File: src/rtl/rdc_pkg.sv
// Shared types and constants of the radix digit converter.
// No dependencies.
package rdc_pkg;

  localparam int VALUE_W     = 31;
  localparam int DIGIT_W     = 4;
  localparam int RADIX_W     = 5;
  localparam int QUEUE_DEPTH = 2;

  typedef logic [VALUE_W-1:0] value_t;
  typedef logic [DIGIT_W-1:0] digit_t;
  typedef logic [RADIX_W-1:0] radix_t;

  localparam radix_t RADIX_RESET = 5'd10;
  localparam radix_t RADIX_MIN   = 5'd2;
  localparam radix_t RADIX_MAX   = 5'd16;

endpackage

File: src/rtl/rdc_if.sv
// Valid/ready channel interfaces for the radix digit converter.
// Depends on rdc_pkg.
interface rdc_in_if import rdc_pkg::*; ();
  logic   valid;
  logic   ready;
  value_t value;

  modport source (output valid, output value, input ready);
  modport sink   (input valid, input value, output ready);
endinterface

interface rdc_out_if import rdc_pkg::*; ();
  logic   valid;
  logic   ready;
  digit_t digit;
  logic   last_digit;

  modport source (output valid, output digit, output last_digit, input ready);
  modport sink   (input valid, input digit, input last_digit, output ready);
endinterface

File: src/rtl/rdc_front.sv
// Front end: radix register, input beat capture, value masking, radix clamp
// and reciprocal lookup. Depends on rdc_pkg and rdc_in_if.
module rdc_front import rdc_pkg::*; #(
  parameter int VALUE_BITS = 31
) (
  input  logic                              clk,
  input  logic                              rst_n,
  rdc_in_if.sink                            in_chan,
  input  logic                              cfg_we,
  input  radix_t                            cfg_wdata,
  output logic                              item_valid,
  input  logic                              item_ready,
  output logic [2*VALUE_BITS+RADIX_W-1:0]   item_data
);

  localparam int QW    = VALUE_BITS;
  localparam int EXT_W = VALUE_BITS + VALUE_W;

  localparam logic [QW-1:0] RECIP_TBL [17] = '{
    QW'(0), QW'(0),
    QW'((65'd1 << QW) / 65'd2),  QW'((65'd1 << QW) / 65'd3),
    QW'((65'd1 << QW) / 65'd4),  QW'((65'd1 << QW) / 65'd5),
    QW'((65'd1 << QW) / 65'd6),  QW'((65'd1 << QW) / 65'd7),
    QW'((65'd1 << QW) / 65'd8),  QW'((65'd1 << QW) / 65'd9),
    QW'((65'd1 << QW) / 65'd10), QW'((65'd1 << QW) / 65'd11),
    QW'((65'd1 << QW) / 65'd12), QW'((65'd1 << QW) / 65'd13),
    QW'((65'd1 << QW) / 65'd14), QW'((65'd1 << QW) / 65'd15),
    QW'((65'd1 << QW) / 65'd16)
  };

  radix_t                        radix_r;
  radix_t                        radix_eff;
  logic                          item_valid_r;
  logic [2*QW+RADIX_W-1:0]       item_data_r;
  logic [EXT_W-1:0]              value_ext;
  logic [QW-1:0]                 value_masked;
  logic                          in_beat;

  assign value_ext    = {{VALUE_BITS{1'b0}}, in_chan.value};
  assign value_masked = value_ext[QW-1:0];

  always_comb begin
    priority if (radix_r < RADIX_MIN) begin
      radix_eff = RADIX_MIN;
    end else if (radix_r > RADIX_MAX) begin
      radix_eff = RADIX_MAX;
    end else begin
      radix_eff = radix_r;
    end
  end

  assign in_chan.ready = !item_valid_r || item_ready;
  assign in_beat       = in_chan.valid && in_chan.ready;

  always_ff @(posedge clk) begin
    if (!rst_n) begin
      radix_r      <= RADIX_RESET;
      item_valid_r <= 1'b0;
    end else begin
      if (cfg_we) begin
        radix_r <= cfg_wdata;
      end
      if (in_beat) begin
        item_valid_r <= 1'b1;
      end else if (item_ready) begin
        item_valid_r <= 1'b0;
      end
    end
  end

  always_ff @(posedge clk) begin
    if (in_beat) begin
      item_data_r <= {value_masked, radix_eff, RECIP_TBL[radix_eff]};
    end
  end

  assign item_valid = item_valid_r;
  assign item_data  = item_data_r;

endmodule

File: src/rtl/rdc_queue.sv
// Short valid/ready queue between front and back end.
// Depends on rdc_pkg.
module rdc_queue import rdc_pkg::*; #(
  parameter int WIDTH = 67
) (
  input  logic             clk,
  input  logic             rst_n,
  input  logic             in_valid,
  output logic             in_ready,
  input  logic [WIDTH-1:0] in_data,
  output logic             out_valid,
  input  logic             out_ready,
  output logic [WIDTH-1:0] out_data
);

  localparam int PTR_W = $clog2(QUEUE_DEPTH);
  localparam int CNT_W = $clog2(QUEUE_DEPTH + 1);

  logic [WIDTH-1:0] entry_r [QUEUE_DEPTH];
  logic [PTR_W-1:0] wr_ptr_r;
  logic [PTR_W-1:0] rd_ptr_r;
  logic [CNT_W-1:0] cnt_r;
  logic [CNT_W-1:0] cnt_nxt;
  logic             push;
  logic             pop;

  assign in_ready  = cnt_r != CNT_W'(QUEUE_DEPTH);
  assign out_valid = cnt_r != '0;
  assign out_data  = entry_r[rd_ptr_r];
  assign push      = in_valid && in_ready;
  assign pop       = out_valid && out_ready;

  always_comb begin
    cnt_nxt = cnt_r;
    unique case ({push, pop})
      2'b10:   cnt_nxt = cnt_r + CNT_W'(1);
      2'b01:   cnt_nxt = cnt_r - CNT_W'(1);
      default: cnt_nxt = cnt_r;
    endcase
  end

  always_ff @(posedge clk) begin
    if (!rst_n) begin
      wr_ptr_r <= '0;
      rd_ptr_r <= '0;
      cnt_r    <= '0;
    end else begin
      cnt_r <= cnt_nxt;
      if (push) begin
        wr_ptr_r <= wr_ptr_r + PTR_W'(1);
      end
      if (pop) begin
        rd_ptr_r <= rd_ptr_r + PTR_W'(1);
      end
    end
  end

  always_ff @(posedge clk) begin
    if (push) begin
      entry_r[wr_ptr_r] <= in_data;
    end
  end

endmodule

File: src/rtl/rdc_back.sv
// Back end: reciprocal-multiply divider, digit stack memory and pop sequencer
// with output register. Depends on rdc_pkg and rdc_out_if.
module rdc_back import rdc_pkg::*; #(
  parameter int VALUE_BITS        = 31,
  parameter int DIGIT_STACK_DEPTH = 32
) (
  input  logic                            clk,
  input  logic                            rst_n,
  input  logic                            item_valid,
  output logic                            item_ready,
  input  logic [2*VALUE_BITS+RADIX_W-1:0] item_data,
  rdc_out_if.source                       out_chan
);

  localparam int QW = VALUE_BITS;
  localparam int AW = $clog2(DIGIT_STACK_DEPTH);
  localparam int PW = $clog2(DIGIT_STACK_DEPTH + 1);

  localparam logic [2:0] S_IDLE = 3'd0;
  localparam logic [2:0] S_MUL  = 3'd1;
  localparam logic [2:0] S_FIX  = 3'd2;
  localparam logic [2:0] S_LOAD = 3'd3;
  localparam logic [2:0] S_POP  = 3'd4;

  logic [2:0]      state_r, state_nxt;
  logic [QW-1:0]   quo_r, quo_nxt;
  radix_t          radix_r, radix_nxt;
  logic [QW-1:0]   recip_r, recip_nxt;
  logic [2*QW-1:0] prod_r;
  logic [PW-1:0]   sp_r, sp_nxt;
  logic            out_valid_r, out_valid_nxt;
  digit_t          out_digit_r;
  logic            out_last_r;

  digit_t          stack_mem [DIGIT_STACK_DEPTH];
  digit_t          rd_data_r;

  logic [QW-1:0]   q_est;
  logic [10:0]     qr_lo;
  logic [5:0]      rem_est;
  logic [5:0]      rem_fix;
  logic            need_fix;
  digit_t          digit_val;
  logic [QW-1:0]   q_new;
  logic [PW-1:0]   sp_dec;
  logic            sp_full;
  logic            out_free;
  logic            wr_en;
  logic            rd_en;
  logic            load_out;

  assign q_est     = prod_r[2*QW-1:QW];
  assign qr_lo     = 11'(q_est[5:0]) * 11'(radix_r);
  assign rem_est   = quo_r[5:0] - qr_lo[5:0];
  assign rem_fix   = rem_est - 6'(radix_r);
  assign need_fix  = rem_est >= 6'(radix_r);
  assign digit_val = need_fix ? rem_fix[DIGIT_W-1:0] : rem_est[DIGIT_W-1:0];
  assign q_new     = need_fix ? q_est + QW'(1) : q_est;
  assign sp_dec    = sp_r - PW'(1);
  assign sp_full   = sp_r >= PW'(DIGIT_STACK_DEPTH);
  assign out_free  = !out_valid_r || out_chan.ready;

  always_comb begin
    state_nxt  = state_r;
    quo_nxt    = quo_r;
    radix_nxt  = radix_r;
    recip_nxt  = recip_r;
    sp_nxt     = sp_r;
    item_ready = 1'b0;
    wr_en      = 1'b0;
    rd_en      = 1'b0;
    load_out   = 1'b0;
    unique case (state_r)
      S_IDLE: begin
        item_ready = 1'b1;
        if (item_valid) begin
          quo_nxt   = item_data[2*QW+RADIX_W-1:QW+RADIX_W];
          radix_nxt = item_data[QW+RADIX_W-1:QW];
          recip_nxt = item_data[QW-1:0];
          sp_nxt    = '0;
          state_nxt = S_MUL;
        end
      end
      S_MUL: begin
        state_nxt = S_FIX;
      end
      S_FIX: begin
        if (!sp_full) begin
          wr_en  = 1'b1;
          sp_nxt = sp_r + PW'(1);
        end
        quo_nxt   = q_new;
        state_nxt = (q_new == '0) ? S_LOAD : S_MUL;
      end
      S_LOAD: begin
        rd_en     = 1'b1;
        sp_nxt    = sp_dec;
        state_nxt = S_POP;
      end
      S_POP: begin
        if (out_free) begin
          load_out = 1'b1;
          if (sp_r != '0) begin
            rd_en  = 1'b1;
            sp_nxt = sp_dec;
          end else begin
            state_nxt = S_IDLE;
          end
        end
      end
      default: begin
        state_nxt = S_IDLE;
      end
    endcase
  end

  always_comb begin
    if (load_out) begin
      out_valid_nxt = 1'b1;
    end else if (out_chan.ready) begin
      out_valid_nxt = 1'b0;
    end else begin
      out_valid_nxt = out_valid_r;
    end
  end

  always_ff @(posedge clk) begin
    if (!rst_n) begin
      state_r     <= S_IDLE;
      sp_r        <= '0;
      out_valid_r <= 1'b0;
    end else begin
      state_r     <= state_nxt;
      sp_r        <= sp_nxt;
      out_valid_r <= out_valid_nxt;
    end
  end

  always_ff @(posedge clk) begin
    quo_r   <= quo_nxt;
    radix_r <= radix_nxt;
    recip_r <= recip_nxt;
    prod_r  <= (2*QW)'(quo_r) * (2*QW)'(recip_r);
    if (load_out) begin
      out_digit_r <= rd_data_r;
      out_last_r  <= sp_r == '0;
    end
  end

  always_ff @(posedge clk) begin
    if (wr_en) begin
      stack_mem[sp_r[AW-1:0]] <= digit_val;
    end
  end

  always_ff @(posedge clk) begin
    if (rd_en) begin
      rd_data_r <= stack_mem[sp_dec[AW-1:0]];
    end
  end

  assign out_chan.valid      = out_valid_r;
  assign out_chan.digit      = out_digit_r;
  assign out_chan.last_digit = out_last_r;

endmodule

File: src/rtl/radix_digit_converter_unit.sv
// Radix digit converter: converts each input value into its digits in the
// configured radix (2..16), most significant digit first, with last_digit set
// on the final digit; a zero value gives the single digit 0. The front end
// takes one beat, masks the value and clamps the radix (0 and 1 act as 2,
// 17..31 act as 16), then hands the item through a two-entry queue to the
// back end, which handles one item at a time. For each digit of an item the
// shared divider does one reciprocal multiply, then one correction step; the
// digits are then popped from the digit stack memory, after a hand-off of item
// pickup and the first stack read, and every stall of the result channel holds
// the pop phase. The front end keeps taking beats while the back end works,
// until the queue fills. The digit stack needs no clearing pass after reset.
module radix_digit_converter_unit import rdc_pkg::*; #(
  parameter int DIGIT_STACK_DEPTH = 32,
  parameter int VALUE_BITS        = 31
) (
  input  logic       clk,
  input  logic       rst_n,
  rdc_in_if.sink     in_chan,
  rdc_out_if.source  out_chan,
  input  logic       cfg_we,
  input  radix_t     cfg_wdata
);

  localparam int ITEM_W = 2 * VALUE_BITS + RADIX_W;

  logic              f_valid;
  logic              f_ready;
  logic [ITEM_W-1:0] f_data;
  logic              b_valid;
  logic              b_ready;
  logic [ITEM_W-1:0] b_data;

  rdc_front #(
    .VALUE_BITS (VALUE_BITS)
  ) u_front (
    .clk        (clk),
    .rst_n      (rst_n),
    .in_chan    (in_chan),
    .cfg_we     (cfg_we),
    .cfg_wdata  (cfg_wdata),
    .item_valid (f_valid),
    .item_ready (f_ready),
    .item_data  (f_data)
  );

  rdc_queue #(
    .WIDTH (ITEM_W)
  ) u_queue (
    .clk       (clk),
    .rst_n     (rst_n),
    .in_valid  (f_valid),
    .in_ready  (f_ready),
    .in_data   (f_data),
    .out_valid (b_valid),
    .out_ready (b_ready),
    .out_data  (b_data)
  );

  rdc_back #(
    .VALUE_BITS        (VALUE_BITS),
    .DIGIT_STACK_DEPTH (DIGIT_STACK_DEPTH)
  ) u_back (
    .clk        (clk),
    .rst_n      (rst_n),
    .item_valid (b_valid),
    .item_ready (b_ready),
    .item_data  (b_data),
    .out_chan   (out_chan)
  );

endmodule

File: src/flat_wrapper.sv
// flat-port wrapper written by rule: the top's interface ports become plain ports
module radix_digit_converter_unit_flat import rdc_pkg::*;
#(
  parameter int DIGIT_STACK_DEPTH = 32,
  parameter int VALUE_BITS        = 31
)
  (clk, rst_n, cfg_we, cfg_wdata, in_chan_valid, in_chan_value, in_chan_ready, out_chan_valid, out_chan_digit, out_chan_last_digit, out_chan_ready);
  rdc_in_if in_chan_i ();
  rdc_out_if out_chan_i ();
  input  logic clk;
  input  logic rst_n;
  input  logic cfg_we;
  input  radix_t cfg_wdata;
  input wire logic [$bits(in_chan_i.valid)-1:0] in_chan_valid;
  input wire logic [$bits(in_chan_i.value)-1:0] in_chan_value;
  output wire logic [$bits(in_chan_i.ready)-1:0] in_chan_ready;
  output wire logic [$bits(out_chan_i.valid)-1:0] out_chan_valid;
  output wire logic [$bits(out_chan_i.digit)-1:0] out_chan_digit;
  output wire logic [$bits(out_chan_i.last_digit)-1:0] out_chan_last_digit;
  input wire logic [$bits(out_chan_i.ready)-1:0] out_chan_ready;
  assign in_chan_i.valid = in_chan_valid;
  assign in_chan_i.value = in_chan_value;
  assign in_chan_ready = in_chan_i.ready;
  assign out_chan_valid = out_chan_i.valid;
  assign out_chan_digit = out_chan_i.digit;
  assign out_chan_last_digit = out_chan_i.last_digit;
  assign out_chan_i.ready = out_chan_ready;
  radix_digit_converter_unit #(.DIGIT_STACK_DEPTH(DIGIT_STACK_DEPTH), .VALUE_BITS(VALUE_BITS)) u_core (.clk(clk), .rst_n(rst_n), .in_chan(in_chan_i), .out_chan(out_chan_i), .cfg_we(cfg_we), .cfg_wdata(cfg_wdata));
endmodule
File: config.mk
export PLATFORM = sky130hd
export DESIGN_NAME = radix_digit_converter_unit_flat
export DESIGN_NICKNAME = d
export VERILOG_FILES = /design/src/rtl/rdc_pkg.sv /design/src/rtl/rdc_if.sv /design/src/rtl/rdc_front.sv /design/src/rtl/rdc_queue.sv /design/src/rtl/rdc_back.sv /design/src/rtl/radix_digit_converter_unit.sv /design/src/flat_wrapper.sv
export SDC_FILE = /design/constraint.sdc
export NUM_CORES = 2
export LEC_CHECK = 0
export BUFFER_PORTS_ARGS = -buffer_cell sky130_fd_sc_hd__buf_2
export CORE_ASPECT_RATIO = 0.9
export CORE_UTILIZATION = 50
export DETAILED_ROUTE_END_ITERATION = 8
export HOLD_SLACK_MARGIN = 0.02
export PLACE_DENSITY = 0.65
export SYNTH_ARGS = -nofsm -noshare
export SYNTH_HDL_FRONTEND = slang
export SYNTH_SLANG_ARGS = --single-unit
File: constraint.sdc
create_clock -name clk -period 7.6 [get_ports clk]
set_input_delay 0.38 -clock clk [delete_from_list [all_inputs] [get_ports clk]]
set_output_delay 0.38 -clock clk [all_outputs]
set_load 0.05 [all_outputs]
======== Word-level counts from Yosys, hierarchy flattened ========
Memories as Yosys holds them, arrays and structs flattened. A register that Yosys moved wholly into a read port is not among the register bits.
Index checks and enable logic that the tools add are counted.
operators by class
  multipliers ............................. 2
  shift operators ......................... 0
  equality and inequality tests ........... 12
  reductions and logical operators ........ 21
  add/subtract/negate cells ............... 9
  magnitude comparators ................... 5
  bitwise operators ....................... 1
  multiplexer cells ....................... 37
  divide/modulo/power cells ............... 0
operators with widths
  cell                                                      number
  two-way mux 31 bit                                        4
  multiplier 31 x 31 -> 62 bit                              1
  case mux 31 bit (2 select lines)                          1
  adder 31 x 1 -> 31 bit, second input constant             1
  zero test 31 bit                                          1
  two-way mux 6 bit                                         4
  case mux 6 bit (4 select lines)                           1
  two-way mux 1 bit                                         17
  case mux 3 bit (5 select lines)                           1
  greater-or-equal comparator 6 bit, second input constant  2
  two-way mux 5 bit                                         2
  != test 2 bit, second input constant                      5
  nonzero test 2 bit                                        5
  two-way mux 3 bit                                         3
  adder 6 x 1 -> 6 bit, second input constant               1
  equality test 3 x 2 -> 1 bit, second input constant       2
  greater-or-equal comparator 6 x 5 -> 1 bit                1
  zero test 6 bit                                           1
  multiplier 6 x 5 -> 6 bit                                 1
  inverter 5 -> 6 bit                                       1
  nonzero test 6 bit                                        1
  subtractor 6 x 1 -> 6 bit, second input constant          1
  subtractor 6 bit                                          1
  greater-than comparator 5 bit, second input constant      1
  other kinds (22)                                          28
storage, ports and cells
  register bits after elaboration ......... 221
  output and inout bits ................... 7
  ROM bits ................................ 992
  latch bits .............................. 0
  input port bits ......................... 41
  memory bits (writable) .................. 262
  memories ................................ 3
memory list
  memory                   depth  width  rd ports  clocked after memory_dff  write ports  line             RTL
  (name not given)         32     31     1         1                         0            rdc_front.sv:73  item_data_r <= {value_masked, radix_eff, RECIP_TBL[radix_eff]};
  u_core.u_queue.entry_r   2      67     1         1                         1            rdc_queue.sv:19  logic [WIDTH-1:0] entry_r [QUEUE_DEPTH];
  u_core.u_back.stack_mem  32     4      1         1                         1            rdc_back.sv:35   digit_t stack_mem [DIGIT_STACK_DEPTH];

======== Logic depth before layout (Yosys ltp) ========
  depth in word-level cells ............... 7
  depth in mapped cells ................... 30
  depth with buffers taken out ............ 29

======== Hierarchy ========
Synthesis repeated with hierarchy kept, for this count alone.
unflattened totals
  cell total of the unflattened synthesis .. 4396
  area total of the unflattened synthesis .. 48154.9 µm²
modules (own cells, without submodules)
  module     cells an instance  area each (µm²)  instances  sequential area each (µm²)
  rdc_back   3999               40593.9          1          6946.7
  rdc_queue  232                5056.1           1          4124.0
  rdc_front  165                2504.9           1          1831.8

======== Worst setup path before layout ========
Ideal clock, no wire load.
  kind .................................... register to register
  from .................................... register u_core.u_back.recip_r[17]
  to ...................................... register u_core.u_back.prod_r[46]
  path buffers ............................ 1
  library setup time ...................... 0.120 ns
  clock period less this slack ............ 7.429 ns
  setup slack ............................. 0.171 ns
  arrival time ............................ 7.309 ns
  cell stages (with the launch flop) ...... 26
  path through ............................ edfxtp_1 clkbuf_1 and2_1 fa_1 fa_1 fa_1 inv_1 fa_1 inv_1 fa_1 fa_1 fa_1 inv_1 fa_1 inv_1 ha_1 a21o_1 a21o_1 a211o_1 a221oi_2 a21oi_1 o31ai_2 o31ai_1 a31o_2 and3_1 a211o_1
on the way
  word-level cells in the longest chain between the ends .. 1
RTL lines
  item                          line             RTL
  start, declared               rdc_back.sv:28   logic [QW-1:0] recip_r, recip_nxt;
  start signal, assigned        rdc_back.sv:142  recip_r <= recip_nxt;
  multiplier 31 x 31 -> 62 bit  rdc_back.sv:143  prod_r <= (2*QW)'(quo_r) * (2*QW)'(recip_r);
  end signal, assigned          rdc_back.sv:143
  end, declared                 rdc_back.sv:29   logic [2*QW-1:0] prod_r;
Every way passes these cells.
A chain may end at the register's enable or synchronous reset.

======== Worst setup path in the final report ========
  from .................................... register u_core.u_back.recip_r[4]
  to ...................................... register u_core.u_back.prod_r[57]
The elaborated chain is that of the path after synthesis.

==> impl_metrics.csv <==
group,metric,value,unit
outcome,status,"finished, violations left",
outcome,violations,"setup timing",
timing,fin_crit_sh,1.01,
worst_setup_path,crit_path_frequent_cell,"sky130_fd_sc_hd__fa_1",
worst_setup_path,end_kind,"flip-flop",
synth,ys_warn_count,0,
synth,synthCells,4097,
floorplanning,core,90000,um2
worst_setup_path,r2r_slack,-110,ps
global_routing,groute.usage.overall,0.285,
worst_setup_path,critical-path-max-stage-delay,570,ps
synth,ys_ff_latch,417,
timing,skew,54.5,ps
worst_setup_path,worstSetupStartpointType,"flip-flop",
worst_setup_path,path_depth,26,
worst_setup_path,crit_family,"adder cells",
placement,place.detailed.hpwl,103,mm
global_routing,grt_antenna_before_repair,7,
worst_setup_path,timing.critical_path.fanout_max,6,
worst_setup_path,worstPathBufferInverterCount,6,
timing,slew-limit-headroom,0.144,
synth,syn-cell-area,45800,um2
placement,globalplace.congestion,0.996,
synth,synth_top_cell_by_area,"sky130_fd_sc_hd__fa_1",
hold_path,hold-path-cell-count,3,
synth,synth_edf_count,365,
synth,synth.most_common_cell,"sky130_fd_sc_hd__inv_1",
synth,simple_logic_cell_fraction_of_the_synthesized_area,0.113,
cts,clkLatencyLatePin,610,ps
timing,setup-tns-final,-293,ps
synth,ys_top_cells_by_count,"sky130_fd_sc_hd__inv_1 (917), sky130_fd_sc_hd__fa_1 (842), sky130_fd_sc_hd__and2_1 (391)",
synth,share_of_synthesized_area_occupied_by_flip_flops_and_latches,0.262,
global_routing,largest_net_degree_at_the_start_of_global_routing,67,
worst_setup_path,r2r_end,"u_core.u_back.prod_r[57]",
worst_setup_path,worst_r2r_path_depth,26,
worst_setup_path,cp_data_required_time,8060,ps
cts,clock_tree_from_tritoncts,"done",
floorplanning,num_rows,104,
routing,wl,129,mm
floorplanning,floorplan.initialDensity,0.508,
synth,synth_xor_area_frac,0.0182,
finish,layout-area-overhead-vs-synth,16.5,%
routing,route.detailed.vias_per_inst,5.28,
synth,yosys.area_share.adder,0.444,
cts,clock_tree.htree_level_count,2,
worst_setup_path,cpMaxStageDelayCell,"sky130_fd_sc_hd__fa_1",
run,timing.max_cap.violations,0,
finish,regArea,12000,um2
timing,timing.hold.ws,48.8,ps
routing,drt_first_pass_iters,6,
finish,layout.nets,5633,
routing,vias,30300,
synth,synth.lib_cells_used.distinct,75,
timing,finalHoldViolCount,0,
cts,clock_tree.buffer_depth,3,
worst_setup_path,timing.critical_path.to,"u_core.u_back.prod_r[57]",
global_routing,grt_first_pass_wirelength,194,mm
finish,final.fill_count,7526,
routing,routed_wire_length_per_instance,22.5,um
worst_setup_path,crit-reg2reg-launch,"u_core.u_back.recip_r[4]",
global_routing,first_global_vias,32000,
synth,ys_top_cells_by_area,"sky130_fd_sc_hd__fa_1 (37%), sky130_fd_sc_hd__edfxtp_1 (24%), sky130_fd_sc_hd__ha_1 (7.6%)",
routing,ant_nets,0,
synth,synth_top_family_by_area,"adder cells",
worst_setup_path,worstPathArrival,8170,ps
timing,final_number_of_setup_violating_endpoints,5,
synth,synth_compound_gate_area_share,0.0365,
worst_setup_path,timing.critical_path.from,"u_core.u_back.recip_r[4]",
synth,yosysTopAreaCellShare,0.368,
synth,synth.net_count,5258,
synth,postSynth.topFlopCell,"sky130_fd_sc_hd__edfxtp_1",
synth,post_synth.cell_area_avg,11.2,um2
timing,timing.final.max_slew_violations,0,
hold_path,hold_path_class,"input port to flip-flop",
routing,remaining_drc_errors,0,
worst_setup_path,critical_path_class,"flip-flop to flip-flop",
finish,final_layout_size_suffix_gt1_frac,0.174,
synth,synth.area.mux_share,0.0357,
timing,maxClockFrequency,0.130,GHz
cts,cts_sinks,417,
routing,dr.first_iter.drc_count,2420,
placement,io_buffers,47,
floorplanning,die_area,92800,um2
synth,async_flop_share,0,
floorplanning,die-height,289,um
global_routing,gr-total-overflow,0,
cts,cts_made_buffers,42,
timing,rsz_0062_raised_after_global_routing,"yes",
timing,setup_ws,-105,ps
timing,max_slew.worst_pin.slew,1270,ps
floorplanning,io_pins,48,
cts,cts-root-buf,"sky130_fd_sc_hd__clkbuf_16",
finish,multi_input_area,30400,um2
cts,path_clk_slew,70,ps
timing,period_minus_slack,7710,ps
floorplanning,dieWidth,321,um
-- stage by stage --
stage	utilization	setup WS (ps)	std cells	area, um2
after floorplan	-	171	4097	45800
after global placement	0.559	-225	5570	50300
after detailed placement	0.559	-264	5570	50300
after CTS	0.584	-30.4	5705	52600
after global routing	0.592	-267	5725	53300
final	0.592	-105	5726	53300
-- sequential cells by signal, indices dropped and copies added, names as in the netlist, named ones only --
| name | flops |
|---|---|
| u_core.u_queue.entry_r | 114 |
| u_core.u_back.radix_r | 5 |
| u_core.u_back.sp_r | 6 |
| u_core.u_front.item_data | 57 |
| u_core.u_back.out_chan.digit | 4 |
| u_core.u_queue.wr_ptr_r | 1 |
| u_core.u_queue.rd_ptr_r | 1 |
| u_core.u_back.state_r | 3 |
| u_core.u_back.prod_r | 31 |
| u_core.u_back.stack_mem | 128 |
| u_core.u_front.item_valid | 1 |
| u_core.u_back.out_chan.valid | 1 |
| u_core.u_back.out_chan.last_digit | 1 |
| u_core.u_queue.cnt_r | 2 |
| u_core.u_back.recip_r | 21 |
| u_core.u_back.quo_r | 31 |
| u_core.u_front.radix_r | 5 |
| u_core.u_back.rd_data_r | 4 |
-- kinds of logic after synthesis --
group / Yosys count
AOI/OAI and AO/OA: 255
and+or+nand+nor: 1009
DFF: 417
muxes: 109
adders and majority gates: 1120
buffers and inverters: 1092
xor gates and xnor gates: 95
-- cells in the final DEF, fill, tap and decap left out, types with 54 or more instances in the layout --
cell type | synthesis | final
sky130_fd_sc_hd__nor2_1 | 87 | 85
sky130_fd_sc_hd__ha_1 | 278 | 263
sky130_fd_sc_hd__fa_2 | 0 | 55
sky130_fd_sc_hd__nand2_1 | 375 | 369
sky130_fd_sc_hd__xnor2_1 | 59 | 57
sky130_fd_sc_hd__inv_1 | 917 | 898
sky130_fd_sc_hd__a21oi_1 | 68 | 54
sky130_fd_sc_hd__and2_1 | 391 | 373
sky130_fd_sc_hd__fa_1 | 842 | 787
sky130_fd_sc_hd__edfxtp_1 | 365 | 365
sky130_fd_sc_hd__buf_4 | 0 | 349
-- layout make-up --
| class | instances | share of cell area |
|---|---|---|
| clock buffer | 49 | 0.0208 |
| sequential | 417 | 0.225 |
| antenna | 1 | 0.0000469 |
| multi-input combinational | 2588 | 0.570 |
| inverter | 917 | 0.0645 |
| tap | 1219 | 0.0286 |
| timing repair buffer | 506 | 0.0848 |
| clock inverter | 29 | 0.00662 |
-- worst min-delay path by stage --
stage | startpoint | end
6_report | cfg_wdata[2] | u_core.u_front.radix_r[2]
5_1_grt | cfg_wdata[2] | u_core.u_front.radix_r[2]
4_1_cts | cfg_wdata[2] | u_core.u_front.radix_r[2]
3_5_place_dp | u_core.u_back.rd_data_r[2] | u_core.u_back.out_chan.digit[2]
3_3_place_gp | u_core.u_back.rd_data_r[2] | u_core.u_back.out_chan.digit[2]
2_1_floorplan | u_core.u_back.rd_data_r[0] | u_core.u_back.out_chan.digit[0]
-- routing by layer --
layer  track usage  wire length [um]
met5             0                13
met3        0.0973             15000
met1         0.393             52900
met2         0.434             57100
met4        0.0737              4030
-- worst min-delay path, cell delays in order --
cell and delay, ps:
sky130_fd_sc_hd__buf_2 70, sky130_fd_sc_hd__mux2i_1 50, sky130_fd_sc_hd__nor2b_1 90
-- timing repair --
action                                  4_1_cts  5_1_grt
pin swaps                                    68       94
setup buffers                                23       20
cloned                                        1        3
gates resized for setup                      70      137
hold endpoints to repair                     35        0
hold buffers                                 35        0
endpoints found under the setup margin       19       24
Power is left out: the tool's default activity adds up to more than one toggle a clock period on the data nets, which glitch-free logic cannot reach.
